$ cat src/design/drive_command_decoder_core_assert.svh
// Assertion macros for the drive command decoder.
// Taken in by the top level; needs nothing else.
`ifndef DRIVE_COMMAND_DECODER_CORE_ASSERT_SVH
`define DRIVE_COMMAND_DECODER_CORE_ASSERT_SVH
`ifndef SYNTHESIS
`define DCD_ASSERT(label, clk, rst_n, prop, msg) \
  label: assert property (@(posedge clk) disable iff (!rst_n) prop) else $error(msg);
`define DCD_ASSERT_NEVER(label, clk, rst_n, cond, msg) \
  `DCD_ASSERT(label, clk, rst_n, !(cond), msg)
`else
`define DCD_ASSERT(label, clk, rst_n, prop, msg)
`define DCD_ASSERT_NEVER(label, clk, rst_n, cond, msg)
`endif
`endif

$ cat src/design/dcd_pkg.sv
// Shared types and constants of the drive command decoder.
// No dependencies.
package dcd_pkg;

  typedef enum logic [3:0] {
    MOT_STOP = 4'd0,
    MOT_F    = 4'd1,
    MOT_B    = 4'd2,
    MOT_L    = 4'd3,
    MOT_R    = 4'd4,
    MOT_G    = 4'd5,
    MOT_I    = 4'd6,
    MOT_H    = 4'd7,
    MOT_J    = 4'd8
  } motion_e;

  // ASCII command bytes
  localparam logic [7:0] CHR_0     = 8'h30;
  localparam logic [7:0] CHR_4     = 8'h34;
  localparam logic [7:0] CHR_6     = 8'h36;
  localparam logic [7:0] CHR_7     = 8'h37;
  localparam logic [7:0] CHR_8     = 8'h38;
  localparam logic [7:0] CHR_9     = 8'h39;
  localparam logic [7:0] CHR_S     = 8'h53;
  localparam logic [7:0] CHR_F     = 8'h46;
  localparam logic [7:0] CHR_B     = 8'h42;
  localparam logic [7:0] CHR_L     = 8'h4C;
  localparam logic [7:0] CHR_R     = 8'h52;
  localparam logic [7:0] CHR_G     = 8'h47;
  localparam logic [7:0] CHR_I     = 8'h49;
  localparam logic [7:0] CHR_H     = 8'h48;
  localparam logic [7:0] CHR_J     = 8'h4A;
  localparam logic [7:0] CHR_W_UP  = 8'h57;
  localparam logic [7:0] CHR_W_LO  = 8'h77;
  localparam logic [7:0] CHR_U_UP  = 8'h55;
  localparam logic [7:0] CHR_U_LO  = 8'h75;
  localparam logic [7:0] CHR_V_UP  = 8'h56;
  localparam logic [7:0] CHR_V_LO  = 8'h76;

  localparam logic [7:0] SPEED_0 = 8'd100;
  localparam logic [7:0] SPEED_4 = 8'd140;
  localparam logic [7:0] SPEED_6 = 8'd180;
  localparam logic [7:0] SPEED_7 = 8'd200;
  localparam logic [7:0] SPEED_8 = 8'd240;
  localparam logic [7:0] SPEED_9 = 8'd255;

  localparam logic [7:0]  SPEED_RESET   = 8'd255;
  localparam logic [15:0] TIMEOUT_RESET = 16'd3000;
  localparam logic [15:0] IDLE_MAX      = 16'hFFFF;

  localparam logic OP_BYTE = 1'b0;
  localparam logic OP_TICK = 1'b1;

  typedef struct packed {
    logic [7:0]  speed;
    motion_e     motion;
    logic [15:0] idle;
    logic        front;
    logic        rear;
    logic        horn;
  } state_t;

  typedef struct packed {
    logic [7:0] duty_a;
    logic [7:0] duty_b;
    logic       a_in1;
    logic       a_in2;
    logic       b_in1;
    logic       b_in2;
    logic       front_lights;
    logic       rear_lights;
    logic       horn_on;
  } result_t;

endpackage

$ cat src/design/dcd_if.sv
// Handshake channels of the drive command decoder: request, result, config.
// No dependencies.
interface dcd_req_if;
  logic       valid;
  logic       ready;
  logic       opcode;
  logic [7:0] command_byte;
  modport source (output valid, opcode, command_byte, input ready);
  modport sink (input valid, opcode, command_byte, output ready);
endinterface

interface dcd_rsp_if;
  logic       valid;
  logic       ready;
  logic [7:0] duty_a;
  logic [7:0] duty_b;
  logic       a_in1;
  logic       a_in2;
  logic       b_in1;
  logic       b_in2;
  logic       front_lights;
  logic       rear_lights;
  logic       horn_on;
  modport source (output valid, duty_a, duty_b, a_in1, a_in2, b_in1, b_in2,
                  front_lights, rear_lights, horn_on, input ready);
  modport sink (input valid, duty_a, duty_b, a_in1, a_in2, b_in1, b_in2,
                front_lights, rear_lights, horn_on, output ready);
endinterface

interface dcd_cfg_if;
  logic        valid;
  logic        ready;
  logic [15:0] data;
  modport source (output valid, data, input ready);
  modport sink (input valid, data, output ready);
endinterface

$ cat src/design/dcd_decode.sv
// Command decode: next state and drive outputs for one request.
// Uses dcd_pkg.
module dcd_decode (
  input  dcd_pkg::state_t  state_i,
  input  logic             opcode_i,
  input  logic [7:0]       command_byte_i,
  input  logic [15:0]      timeout_i,
  output dcd_pkg::state_t  state_o,
  output dcd_pkg::result_t result_o
);

  dcd_pkg::state_t  nxt;
  dcd_pkg::result_t res;
  logic [7:0]       full;
  logic [7:0]       half;

  always_comb begin
    nxt = state_i;
    if (opcode_i == dcd_pkg::OP_BYTE) begin
      nxt.idle = '0;
      case (command_byte_i)
        dcd_pkg::CHR_0:    nxt.speed  = dcd_pkg::SPEED_0;
        dcd_pkg::CHR_4:    nxt.speed  = dcd_pkg::SPEED_4;
        dcd_pkg::CHR_6:    nxt.speed  = dcd_pkg::SPEED_6;
        dcd_pkg::CHR_7:    nxt.speed  = dcd_pkg::SPEED_7;
        dcd_pkg::CHR_8:    nxt.speed  = dcd_pkg::SPEED_8;
        dcd_pkg::CHR_9:    nxt.speed  = dcd_pkg::SPEED_9;
        dcd_pkg::CHR_S:    nxt.motion = dcd_pkg::MOT_STOP;
        dcd_pkg::CHR_F:    nxt.motion = dcd_pkg::MOT_F;
        dcd_pkg::CHR_B:    nxt.motion = dcd_pkg::MOT_B;
        dcd_pkg::CHR_L:    nxt.motion = dcd_pkg::MOT_L;
        dcd_pkg::CHR_R:    nxt.motion = dcd_pkg::MOT_R;
        dcd_pkg::CHR_G:    nxt.motion = dcd_pkg::MOT_G;
        dcd_pkg::CHR_I:    nxt.motion = dcd_pkg::MOT_I;
        dcd_pkg::CHR_H:    nxt.motion = dcd_pkg::MOT_H;
        dcd_pkg::CHR_J:    nxt.motion = dcd_pkg::MOT_J;
        dcd_pkg::CHR_W_UP: nxt.front  = 1'b1;
        dcd_pkg::CHR_W_LO: nxt.front  = 1'b0;
        dcd_pkg::CHR_U_UP: nxt.rear   = 1'b1;
        dcd_pkg::CHR_U_LO: nxt.rear   = 1'b0;
        dcd_pkg::CHR_V_UP: nxt.horn   = 1'b1;
        dcd_pkg::CHR_V_LO: nxt.horn   = 1'b0;
        default: ;
      endcase
    end else if (state_i.idle != dcd_pkg::IDLE_MAX) begin
      nxt.idle = state_i.idle + 16'd1;
    end
    // failsafe: too long without a byte
    if (nxt.idle > timeout_i) begin
      nxt.motion = dcd_pkg::MOT_STOP;
    end
  end

  assign full = nxt.speed;
  assign half = {1'b0, nxt.speed[7:1]};

  always_comb begin
    res              = '0;
    res.front_lights = nxt.front;
    res.rear_lights  = nxt.rear;
    res.horn_on      = nxt.horn;
    case (nxt.motion)
      dcd_pkg::MOT_F: begin
        res.duty_a = full; res.duty_b = full; res.a_in2 = 1'b1; res.b_in1 = 1'b1;
      end
      dcd_pkg::MOT_B: begin
        res.duty_a = full; res.duty_b = full; res.a_in1 = 1'b1; res.b_in2 = 1'b1;
      end
      dcd_pkg::MOT_L: begin
        res.duty_a = full; res.duty_b = full; res.a_in2 = 1'b1; res.b_in2 = 1'b1;
      end
      dcd_pkg::MOT_R: begin
        res.duty_a = full; res.duty_b = full; res.a_in1 = 1'b1; res.b_in1 = 1'b1;
      end
      dcd_pkg::MOT_G: begin
        res.duty_a = half; res.duty_b = full; res.a_in2 = 1'b1; res.b_in1 = 1'b1;
      end
      dcd_pkg::MOT_I: begin
        res.duty_a = full; res.duty_b = half; res.a_in2 = 1'b1; res.b_in1 = 1'b1;
      end
      dcd_pkg::MOT_H: begin
        res.duty_a = half; res.duty_b = full; res.a_in1 = 1'b1; res.b_in2 = 1'b1;
      end
      dcd_pkg::MOT_J: begin
        res.duty_a = full; res.duty_b = half; res.a_in1 = 1'b1; res.b_in2 = 1'b1;
      end
      default: ;
    endcase
  end

  assign state_o  = nxt;
  assign result_o = res;

endmodule

$ cat src/design/dcd_out_buf.sv
// Two-entry result buffer that decouples the request and result sides.
// Uses dcd_pkg.
module dcd_out_buf (
  input  logic             clk_i,
  input  logic             rst_ni,
  input  logic             push_i,
  input  dcd_pkg::result_t data_i,
  output logic             space_o,
  input  logic             pop_i,
  output logic             valid_o,
  output dcd_pkg::result_t data_o
);

  dcd_pkg::result_t entry_q [2];
  logic             wr_ptr_q, wr_ptr_d;
  logic             rd_ptr_q, rd_ptr_d;
  logic [1:0]       count_q, count_d;

  always_comb begin
    wr_ptr_d = wr_ptr_q ^ push_i;
    rd_ptr_d = rd_ptr_q ^ pop_i;
    count_d  = count_q + {1'b0, push_i} - {1'b0, pop_i};
  end

  always_ff @(posedge clk_i or negedge rst_ni) begin
    if (!rst_ni) begin
      wr_ptr_q <= 1'b0;
      rd_ptr_q <= 1'b0;
      count_q  <= 2'd0;
    end else begin
      wr_ptr_q <= wr_ptr_d;
      rd_ptr_q <= rd_ptr_d;
      count_q  <= count_d;
    end
  end

  always_ff @(posedge clk_i) begin
    if (push_i) begin
      entry_q[wr_ptr_q] <= data_i;
    end
  end

  assign space_o = (count_q != 2'd2);
  assign valid_o = (count_q != 2'd0);
  assign data_o  = entry_q[rd_ptr_q];

endmodule

$ cat src/design/drive_command_decoder_core.sv
// Drive command decoder top level: state registers, decode, result buffer.
// Uses dcd_pkg, dcd_if.sv, dcd_decode, dcd_out_buf and the assertion header.
//
// Takes one request per clock: a received command byte (opcode 0) or a
// millisecond tick (opcode 1), and gives exactly one result per request,
// held in the result buffer. Decode is a single pass of logic from the
// state registers into a two-entry result buffer, so requests keep flowing
// while a result waits; req_i.ready drops only when both buffer entries are
// held. The failsafe timeout is written through cfg_i (always ready) and
// resets to 3000 ticks; write it only while no request is in flight.
`include "drive_command_decoder_core_assert.svh"
module drive_command_decoder_core (
  input  logic      clk_i,
  input  logic      rst_ni,
  dcd_req_if.sink   req_i,
  dcd_rsp_if.source rsp_o,
  dcd_cfg_if.sink   cfg_i
);

  dcd_pkg::state_t  state_q, state_d;
  dcd_pkg::result_t result_d, result_buf;
  logic [15:0]      timeout_q;
  logic             req_accept;
  logic             rsp_pop;
  logic             buf_space;
  logic             buf_valid;

  assign req_accept = req_i.valid && buf_space;
  assign rsp_pop    = buf_valid && rsp_o.ready;
  assign req_i.ready = buf_space;
  assign cfg_i.ready = 1'b1;

  dcd_decode u_decode (
    .state_i        (state_q),
    .opcode_i       (req_i.opcode),
    .command_byte_i (req_i.command_byte),
    .timeout_i      (timeout_q),
    .state_o        (state_d),
    .result_o       (result_d)
  );

  always_ff @(posedge clk_i or negedge rst_ni) begin
    if (!rst_ni) begin
      state_q.speed  <= dcd_pkg::SPEED_RESET;
      state_q.motion <= dcd_pkg::MOT_STOP;
      state_q.idle   <= '0;
      state_q.front  <= 1'b0;
      state_q.rear   <= 1'b0;
      state_q.horn   <= 1'b0;
      timeout_q      <= dcd_pkg::TIMEOUT_RESET;
    end else begin
      if (req_accept) begin
        state_q <= state_d;
      end
      if (cfg_i.valid) begin
        timeout_q <= cfg_i.data;
      end
    end
  end

  dcd_out_buf u_out_buf (
    .clk_i   (clk_i),
    .rst_ni  (rst_ni),
    .push_i  (req_accept),
    .data_i  (result_d),
    .space_o (buf_space),
    .pop_i   (rsp_pop),
    .valid_o (buf_valid),
    .data_o  (result_buf)
  );

  assign rsp_o.valid        = buf_valid;
  assign rsp_o.duty_a       = result_buf.duty_a;
  assign rsp_o.duty_b       = result_buf.duty_b;
  assign rsp_o.a_in1        = result_buf.a_in1;
  assign rsp_o.a_in2        = result_buf.a_in2;
  assign rsp_o.b_in1        = result_buf.b_in1;
  assign rsp_o.b_in2        = result_buf.b_in2;
  assign rsp_o.front_lights = result_buf.front_lights;
  assign rsp_o.rear_lights  = result_buf.rear_lights;
  assign rsp_o.horn_on      = result_buf.horn_on;

  `DCD_ASSERT(a_result_follows, clk_i, rst_ni, req_accept |=> buf_valid, "no result after request")
  `DCD_ASSERT_NEVER(a_stop_no_duty, clk_i, rst_ni, buf_valid && !result_buf.a_in1 && !result_buf.a_in2 && !result_buf.b_in1 && !result_buf.b_in2 && (result_buf.duty_a != 8'd0 || result_buf.duty_b != 8'd0), "duty while stopped")
  `DCD_ASSERT(a_idle_saturates, clk_i, rst_ni, (req_accept && state_q.idle == dcd_pkg::IDLE_MAX && req_i.opcode == dcd_pkg::OP_TICK) |=> (state_q.idle == dcd_pkg::IDLE_MAX), "idle counter wrapped")

endmodule

$ cat src/flat_wrapper.sv
// flat-port wrapper written by rule: the top's interface ports become plain ports
module drive_command_decoder_core_flat 
  (clk_i, rst_ni, req_i_valid, req_i_opcode, req_i_command_byte, req_i_ready, rsp_o_valid, rsp_o_duty_a, rsp_o_duty_b, rsp_o_a_in1, rsp_o_a_in2, rsp_o_b_in1, rsp_o_b_in2, rsp_o_front_lights, rsp_o_rear_lights, rsp_o_horn_on, rsp_o_ready, cfg_i_valid, cfg_i_data, cfg_i_ready);
  dcd_req_if req_i_i ();
  dcd_rsp_if rsp_o_i ();
  dcd_cfg_if cfg_i_i ();
  input  logic clk_i;
  input  logic rst_ni;
  input wire logic [$bits(req_i_i.valid)-1:0] req_i_valid;
  input wire logic [$bits(req_i_i.opcode)-1:0] req_i_opcode;
  input wire logic [$bits(req_i_i.command_byte)-1:0] req_i_command_byte;
  output wire logic [$bits(req_i_i.ready)-1:0] req_i_ready;
  output wire logic [$bits(rsp_o_i.valid)-1:0] rsp_o_valid;
  output wire logic [$bits(rsp_o_i.duty_a)-1:0] rsp_o_duty_a;
  output wire logic [$bits(rsp_o_i.duty_b)-1:0] rsp_o_duty_b;
  output wire logic [$bits(rsp_o_i.a_in1)-1:0] rsp_o_a_in1;
  output wire logic [$bits(rsp_o_i.a_in2)-1:0] rsp_o_a_in2;
  output wire logic [$bits(rsp_o_i.b_in1)-1:0] rsp_o_b_in1;
  output wire logic [$bits(rsp_o_i.b_in2)-1:0] rsp_o_b_in2;
  output wire logic [$bits(rsp_o_i.front_lights)-1:0] rsp_o_front_lights;
  output wire logic [$bits(rsp_o_i.rear_lights)-1:0] rsp_o_rear_lights;
  output wire logic [$bits(rsp_o_i.horn_on)-1:0] rsp_o_horn_on;
  input wire logic [$bits(rsp_o_i.ready)-1:0] rsp_o_ready;
  input wire logic [$bits(cfg_i_i.valid)-1:0] cfg_i_valid;
  input wire logic [$bits(cfg_i_i.data)-1:0] cfg_i_data;
  output wire logic [$bits(cfg_i_i.ready)-1:0] cfg_i_ready;
  assign req_i_i.valid = req_i_valid;
  assign req_i_i.opcode = req_i_opcode;
  assign req_i_i.command_byte = req_i_command_byte;
  assign req_i_ready = req_i_i.ready;
  assign rsp_o_valid = rsp_o_i.valid;
  assign rsp_o_duty_a = rsp_o_i.duty_a;
  assign rsp_o_duty_b = rsp_o_i.duty_b;
  assign rsp_o_a_in1 = rsp_o_i.a_in1;
  assign rsp_o_a_in2 = rsp_o_i.a_in2;
  assign rsp_o_b_in1 = rsp_o_i.b_in1;
  assign rsp_o_b_in2 = rsp_o_i.b_in2;
  assign rsp_o_front_lights = rsp_o_i.front_lights;
  assign rsp_o_rear_lights = rsp_o_i.rear_lights;
  assign rsp_o_horn_on = rsp_o_i.horn_on;
  assign rsp_o_i.ready = rsp_o_ready;
  assign cfg_i_i.valid = cfg_i_valid;
  assign cfg_i_i.data = cfg_i_data;
  assign cfg_i_ready = cfg_i_i.ready;
  drive_command_decoder_core u_core (.clk_i(clk_i), .rst_ni(rst_ni), .req_i(req_i_i), .rsp_o(rsp_o_i), .cfg_i(cfg_i_i));
endmodule
$ cat config.mk
export PLATFORM = sky130hd
export DESIGN_NAME = drive_command_decoder_core_flat
export DESIGN_NICKNAME = d
export VERILOG_FILES = /design/src/design/dcd_pkg.sv /design/src/design/dcd_if.sv /design/src/design/dcd_decode.sv /design/src/design/dcd_out_buf.sv /design/src/design/drive_command_decoder_core.sv /design/src/flat_wrapper.sv
export VERILOG_INCLUDE_DIRS = /design/src /design/src/design
export SDC_FILE = /design/constraint.sdc
export NUM_CORES = 1
export LEC_CHECK = 0
export BUFFER_PORTS_ARGS = -buffer_cell sky130_fd_sc_hd__buf_2
export CORE_ASPECT_RATIO = 0.5
export CORE_MARGIN = 2
export CORE_UTILIZATION = 40
export DETAILED_ROUTE_END_ITERATION = 10
export GPL_TIMING_DRIVEN = 0
export SYNTH_ARGS = -nofsm -noshare
export SYNTH_HDL_FRONTEND = slang
export SYNTH_SLANG_ARGS = --single-unit
$ cat constraint.sdc
create_clock -name clk_i -period 4 [get_ports clk_i]
set_clock_uncertainty 0.1 [all_clocks]
set_input_delay 0.2 -clock clk_i [delete_from_list [all_inputs] [get_ports clk_i]]
set_output_delay 0.2 -clock clk_i [all_outputs]
set_load 0.01 [all_outputs]
; Yosys cells after proc, flatten, opt, wreduce, memory -nomap -nowiden
; Memory sizes are Yosys's and may differ from the RTL's.
; Cells that the tools add are included.
[word_totals]
register_bits = 51
mem_bits_rw = 46
inputBits = 30
elab_cells = 75
n_memories = 1
[mem_list]
columns = name, words, word_bits, rd, rd_ports_with_merged_regs, wr, line
row1 = u_core.u_out_buf.entry_q, 2, 23, 1, 0, 1, dcd_out_buf.sv:14  ; dcd_pkg::result_t entry_q [2];
[classes]
addsub = 3
n_lt_le_gt_ge = 1
n_eq_ne = 31
n_mux = 17
bitwise = 2
reduce_logical = 10
[op_table]
columns = cell, count
row1 = $eq 8x7->1 const B, 15
row2 = $eq 8x6->1 const B, 6
row3 = $pmux 16 s3, 1
row4 = $pmux 8 s6, 1
row5 = $pmux 4 s9, 1
row6 = $mux 16, 2
row7 = $reduce_or 4->1, 5
row8 = $add 16x1->16 const B, 1
row9 = $eq 4x3->1 const B, 4
row10 = $gt 16x16->1, 1
row11 = $ne 16x16->1 const B, 1
row12 = $mux 12, 1
row13 = $eq 4x2->1 const B, 2
row14 = $mux 1, 6
row15 = $pmux 1 s2, 3
row16 = $eq 4x1->1 const B, 1
row17 = $eq 4x4->1 const B, 1
row18 = $mux 4, 1
row19 = $reduce_or 2->1, 2
row20 = $mux 3, 1
row21 = $add 2x1->2, 1
row22 = $logic_and 1x1->1, 2
row23 = $ne 2x2->1 const B, 1
row24 = $reduce_bool 2->1, 1
row25 = other kinds (2), 3

; Logic depth before layout (Yosys ltp)
[depth]
word_depth = 8
ltp_mapped = 19
ltp_nobuf = 17

; Hierarchy
; Synthesis repeated with hierarchy kept, for this count alone.
[unflattened]
hier_cells = 493
area_unflattened_um2 = 5795.6
[by_module_without_submodules]
columns = mod, n_inst, cells_each, area_each_um2
row1 = dcd_out_buf, 1, 88, 1973.1
row2 = drive_command_decoder_core, 1, 104, 1916.8
row3 = dcd_decode, 1, 301, 1905.6

; Worst setup path after synthesis
; Ideal clock, no wire load.
[synth_path]
path_type = flip-flop to flip-flop
start = register u_core.state_q[7] in the netlist's numbering
end = memory u_core.u_out_buf.entry_q[0][20] in the netlist's numbering (data pin)
setup_ns = 0.165
arrival_time_ns = 3.812
t_required_ns = 3.735
slack_ns = -0.077
path_stages_with_launch = 20
path_buffers = 4
cell_sequence = dfrtp_1 > clkbuf_1 > and4_1 > nand4_1 > or3_1 > nand2b_1 > clkbuf_1 > or3_1 > xor2_1 > nor2_1 > ha_1 > a21o_1 > nand3_1 > a21oi_1 > a211oi_1 > a21oi_1 > clkbuf_1 > or3_1 > clkbuf_1 > o22ai_1
[synth_rtl]
columns = item, line
row1 = start: declaration, drive_command_decoder_core.sv:20  ; dcd_pkg::state_t state_q, state_d;
row2 = start signal: assignment, drive_command_decoder_core.sv:53  ; state_q <= state_d;
row3 = end: declaration, dcd_out_buf.sv:14

==> results_dict.tcl <==
set metrics [dict create \
    status "complete, but fails checks" \
    violations "negative hold slack" \
    yosysTopAreaCellShare_pct 25.6 \
    drt_pass1_iterations 5 \
    root_buffer "clkbuf_16" \
    antenna_cells 0 \
    post-route-cell-area_sq_mm 0.00671 \
    final.min_clock_period_ns 3.96 \
    final-seq-area_sq_mm 0.00268 \
    critPathCaptureType "flop" \
    slowest_stage "or3_4" \
    grt-ovfl-total 0 \
    numCtsBuffers 9 \
    numPortBuffers 54 \
    finalCritPeriodShare_pct 99.1 \
    r2r-end "u_core.u_out_buf.entry_q[0][17]" \
    synth_top_family_by_area "simple AND/OR/NAND/NOR gates" \
    muxShareOfSynthArea_pct 6.34 \
    wl_per_cell_um 15.6 \
    cp-start-kind "flop" \
    cts.sinks 97 \
    die_x_um 168 \
    irDropWorstVdd_v 0.000219 \
    hold_violations 11 \
    critPathMaxStageDelay_ns 0.47 \
    rows 29 \
    ff2ff_setup_slack_ns 0.04 \
    area_growth_pct 24.1 \
    critPathTopFamily "simple AND/OR/NAND/NOR gates" \
    leakagePower_uw 0.00270 \
    synth_cell_type_count 63 \
    path_buf_inv 1 \
    synth_seq_area_share_pct 49.5 \
    worst_path_most_repeated_cell "or3_4" \
    initial_core_util_pct 41.8 \
    clk_pin_slew_ns 0.07 \
    max_freq_ghz 0.252 \
    synthTopCellsByCount "nand2_1 (81), edfxtp_1 (46), o21ai_0 (46), dfrtp_1 (36), nor2_1 (33)" \
    grt_usage_pct 17.9 \
    synth_xor_area_share_pct 1.94 \
    routed_wl_um 12900 \
    grt_pass1_vias 4184 \
    multi_input_area_sq_mm 0.00270 \
    drv_cap 0 \
    synthTopCellsByArea "edfxtp_1 (26%), dfrtp_1 (17%), dfstp_2 (7.3%), nand2_1 (5.6%), mux2_2 (5.4%)" \
    yosys.cell_count.top_type "nand2_1" \
    vias 4425 \
    place_area_sq_mm 0.00589 \
    drt.antenna.violating_nets 0 \
    drc 0 \
    ys.flop_type "edfxtp_1" \
    synth-compound-area-share_pct 15.8 \
    finalSetupViolations 0 \
    async_reset_ff_share_pct 52.6 \
    place_congestion 0.884 \
    antenna_found_initial 0 \
    slew_violations 0 \
    critPathRequiredTime_ns 4.09 \
    crit_fanout 7 \
    final_layout_size_suffix_gt1_share_pct 26.9 \
    power_density_mw_per_mm2 548 \
    fin_hold_ws_ns -0.0132 \
    synth-edff-count 46 \
    fp.dieH_um 86.2 \
    crit_arrival_ns 4.05 \
    synth_fa_ha_area_share_pct 5.05 \
    io_pins 56 \
    path_class "flop to flop" \
    worstMarginPinSlew_ns 1.17 \
    synth-simple-area-share_pct 16.9 \
    maxSlewHeadroom_pct 22.1 \
    ys_seq_elements 97 \
    hp-class "input pin to asynchronous set/reset pin" \
    rr_worst_depth 17 \
    insertion_delay_ns 0.35 \
    yosys_warnings 0 \
    tritoncts "done" \
    rsz0062_at_grt "true" \
    r2r-start "u_core.state_q[4]" \
    crit_chain "ha_2 > nand2_2 > or2_4 > or3_4 > nand2b_4 > or3_4 > xor2_2 > nor2_1 > ha_1 > a21o_1 > nand3_2 > a21oi_2 > a211oi_2 > a21oi_2 > clkbuf_8 > or3_4 > o22ai_4" \
    grt_max_degree 52 \
    synthesis.area_sq_mm 0.00540 \
    total_power_uw 3670 \
    dieArea_sq_mm 0.0145 \
    synth_top_area_cell "edfxtp_1" \
    vias_per_cell 5.37 \
    synth_cells 551 \
    dp_hpwl_um 8800 \
    clockBufferDepth 2 \
    synth_nets 602 \
    fillers 1140 \
    h-tree-depth 3 \
    drtIter0Drc 368 \
    avgSynthCellArea_sq_um 9.81 \
    grt_pass1_wl_um 20600 \
    layout.nets 700 \
    coreArea_sq_mm 0.0129 \
]
[cells by family (layout without fill, tap and decap cells)]
kind of cell | after synthesis | after routing
DFF | 97 | 97
adders and majority gates | 22 | 22
and+or+nand+nor | 190 | 190
buffers and inverters | 59 | 162
AOI/OAI and AO/OA | 139 | 139
other | 1 | 1
xor gates and xnor gates | 12 | 12
muxes | 31 | 31
[layout make-up]
class                           count  area share, %
Clock buffer                        9           3.36
Tap cell                          170           3.17
Sequential cell                    97           40.0
Timing Repair Buffer               91           8.77
Multi-Input combinational cell    395           40.3
Clock inverter                      7          0.896
Buffer                             25           1.85
Inverter                           30           1.68
[power breakdown]
| group | switching [uW] | total, uW | internal (uW) |
|---|---|---|---|
| combinational | 819 | 1400 | 582 |
| clock | 396 | 830 | 434 |
| sequential | 95.4 | 1440 | 1340 |
[sequential cells by signal, summed over array words and instances (netlist names)]
name                       cells
u_core.u_out_buf.wr_ptr_q      1
u_core.state_q                31
u_core.timeout_q              16
u_core.u_out_buf.rd_ptr_q      1
u_core.u_out_buf.entry_q      46
u_core.u_out_buf.count_q       2
[per-layer routing]
metal	track usage [%]	up-vias	part of all wire, %
li1	-	2182	-
met1	23.2	2133	47
met2	30.8	97	48
met3	4.20	13	3.8
met4	4.70	0	1.2
met5	0	-	0
[what timing repair did]
action | CTS | global route
cloned | 0 | 1
setup endpoints to repair | 44 | 34
hold buffers | 16 | 0
buffers inserted | 9 | 11
gates resized for setup | 26 | 26
pin swaps | 8 | 28
hold endpoints to repair | 16 | 0
[worst max path at each step]
| stage | startpoint | end | slack [ns] | cells past startpoint |
|---|---|---|---|---|
| finish | u_core.state_q[4] | u_core.u_out_buf.entry_q[0][17] | 0.04 | 17 |
| global route | u_core.state_q[3] | u_core.u_out_buf.entry_q[0][17] | -0.12 | 17 |
| detailed placement | u_core.state_q[7] | u_core.u_out_buf.entry_q[1][19] | -0.89 | 19 |
| CTS | u_core.state_q[3] | u_core.u_out_buf.entry_q[0][18] | 0.01 | 18 |
| floorplan | u_core.state_q[7] | u_core.u_out_buf.entry_q[0][20] | 0.004 | 19 |
| global placement | u_core.state_q[7] | u_core.u_out_buf.entry_q[1][19] | -0.86 | 19 |
[metrics by stage]
step / worst slack [ns] / TNS [ns] / utilization, % / instances / hold slack (ns)
2_1_floorplan: 0.00363 / 0 / - / 551 / -0.196
3_3_place_gp: -0.858 / -23.36 / 45.6 / 775 / 0.301
3_5_place_dp: -0.887 / -24.87 / 45.6 / 775 / 0.314
4_1_cts: 0.0146 / 0 / 50.4 / 814 / 0.0246
5_1_grt: -0.125 / -1.73 / 51.9 / 824 / 0.0438
6_report: 0.0369 / 0 / 51.9 / 824 / -0.0132
[placed cells by master (no fill, tap or decap), types with 4 or more instances in the layout]
cell           synthesis  layout
ha_1                  21      20
o31ai_1               10       9
nor2b_1                7       7
o22ai_1               15       6
mux2i_1                5       5
buf_4                  1      22
clkbuf_16              0       9
or3_1                  7       4
o22ai_2                1       5
dfrtp_1               36      32
nand4_1                7       7
dlygate4sd3_1          0      16
o21ai_0               46      45
a21oi_2                1       6
o21ai_1                4       5
dfstp_2               15      15
nand3_1               12      11
a31oi_1                5       5
nand2b_1               9       8
a21oi_1               29      24
buf_2                  2      55
a21o_1                 8       8
xor2_1                 6       5
xnor2_1                6       6
inv_1                 28      28
nor2_1                33      33
mux2_2                26      26
nor3_1                10       8
nand2_1               81      80
dfrtp_2                0       4
edfxtp_1              46      46
o22ai_4                0       5
clkbuf_1              24      19
[worst reg2reg max path, delay by kind of cell (launching register included)]
family,cells,cell delay (ns)
AND/OR/NAND/NOR,8,1.61
AO/OA/AOI/OAI,5,0.85
XOR/XNOR,1,0.13
adder cells (fa/ha/maj),2,0.52
buffers and inverters,1,0.18
flip-flops,1,0.40
Note: power is estimated with default switching activity, not from simulation.
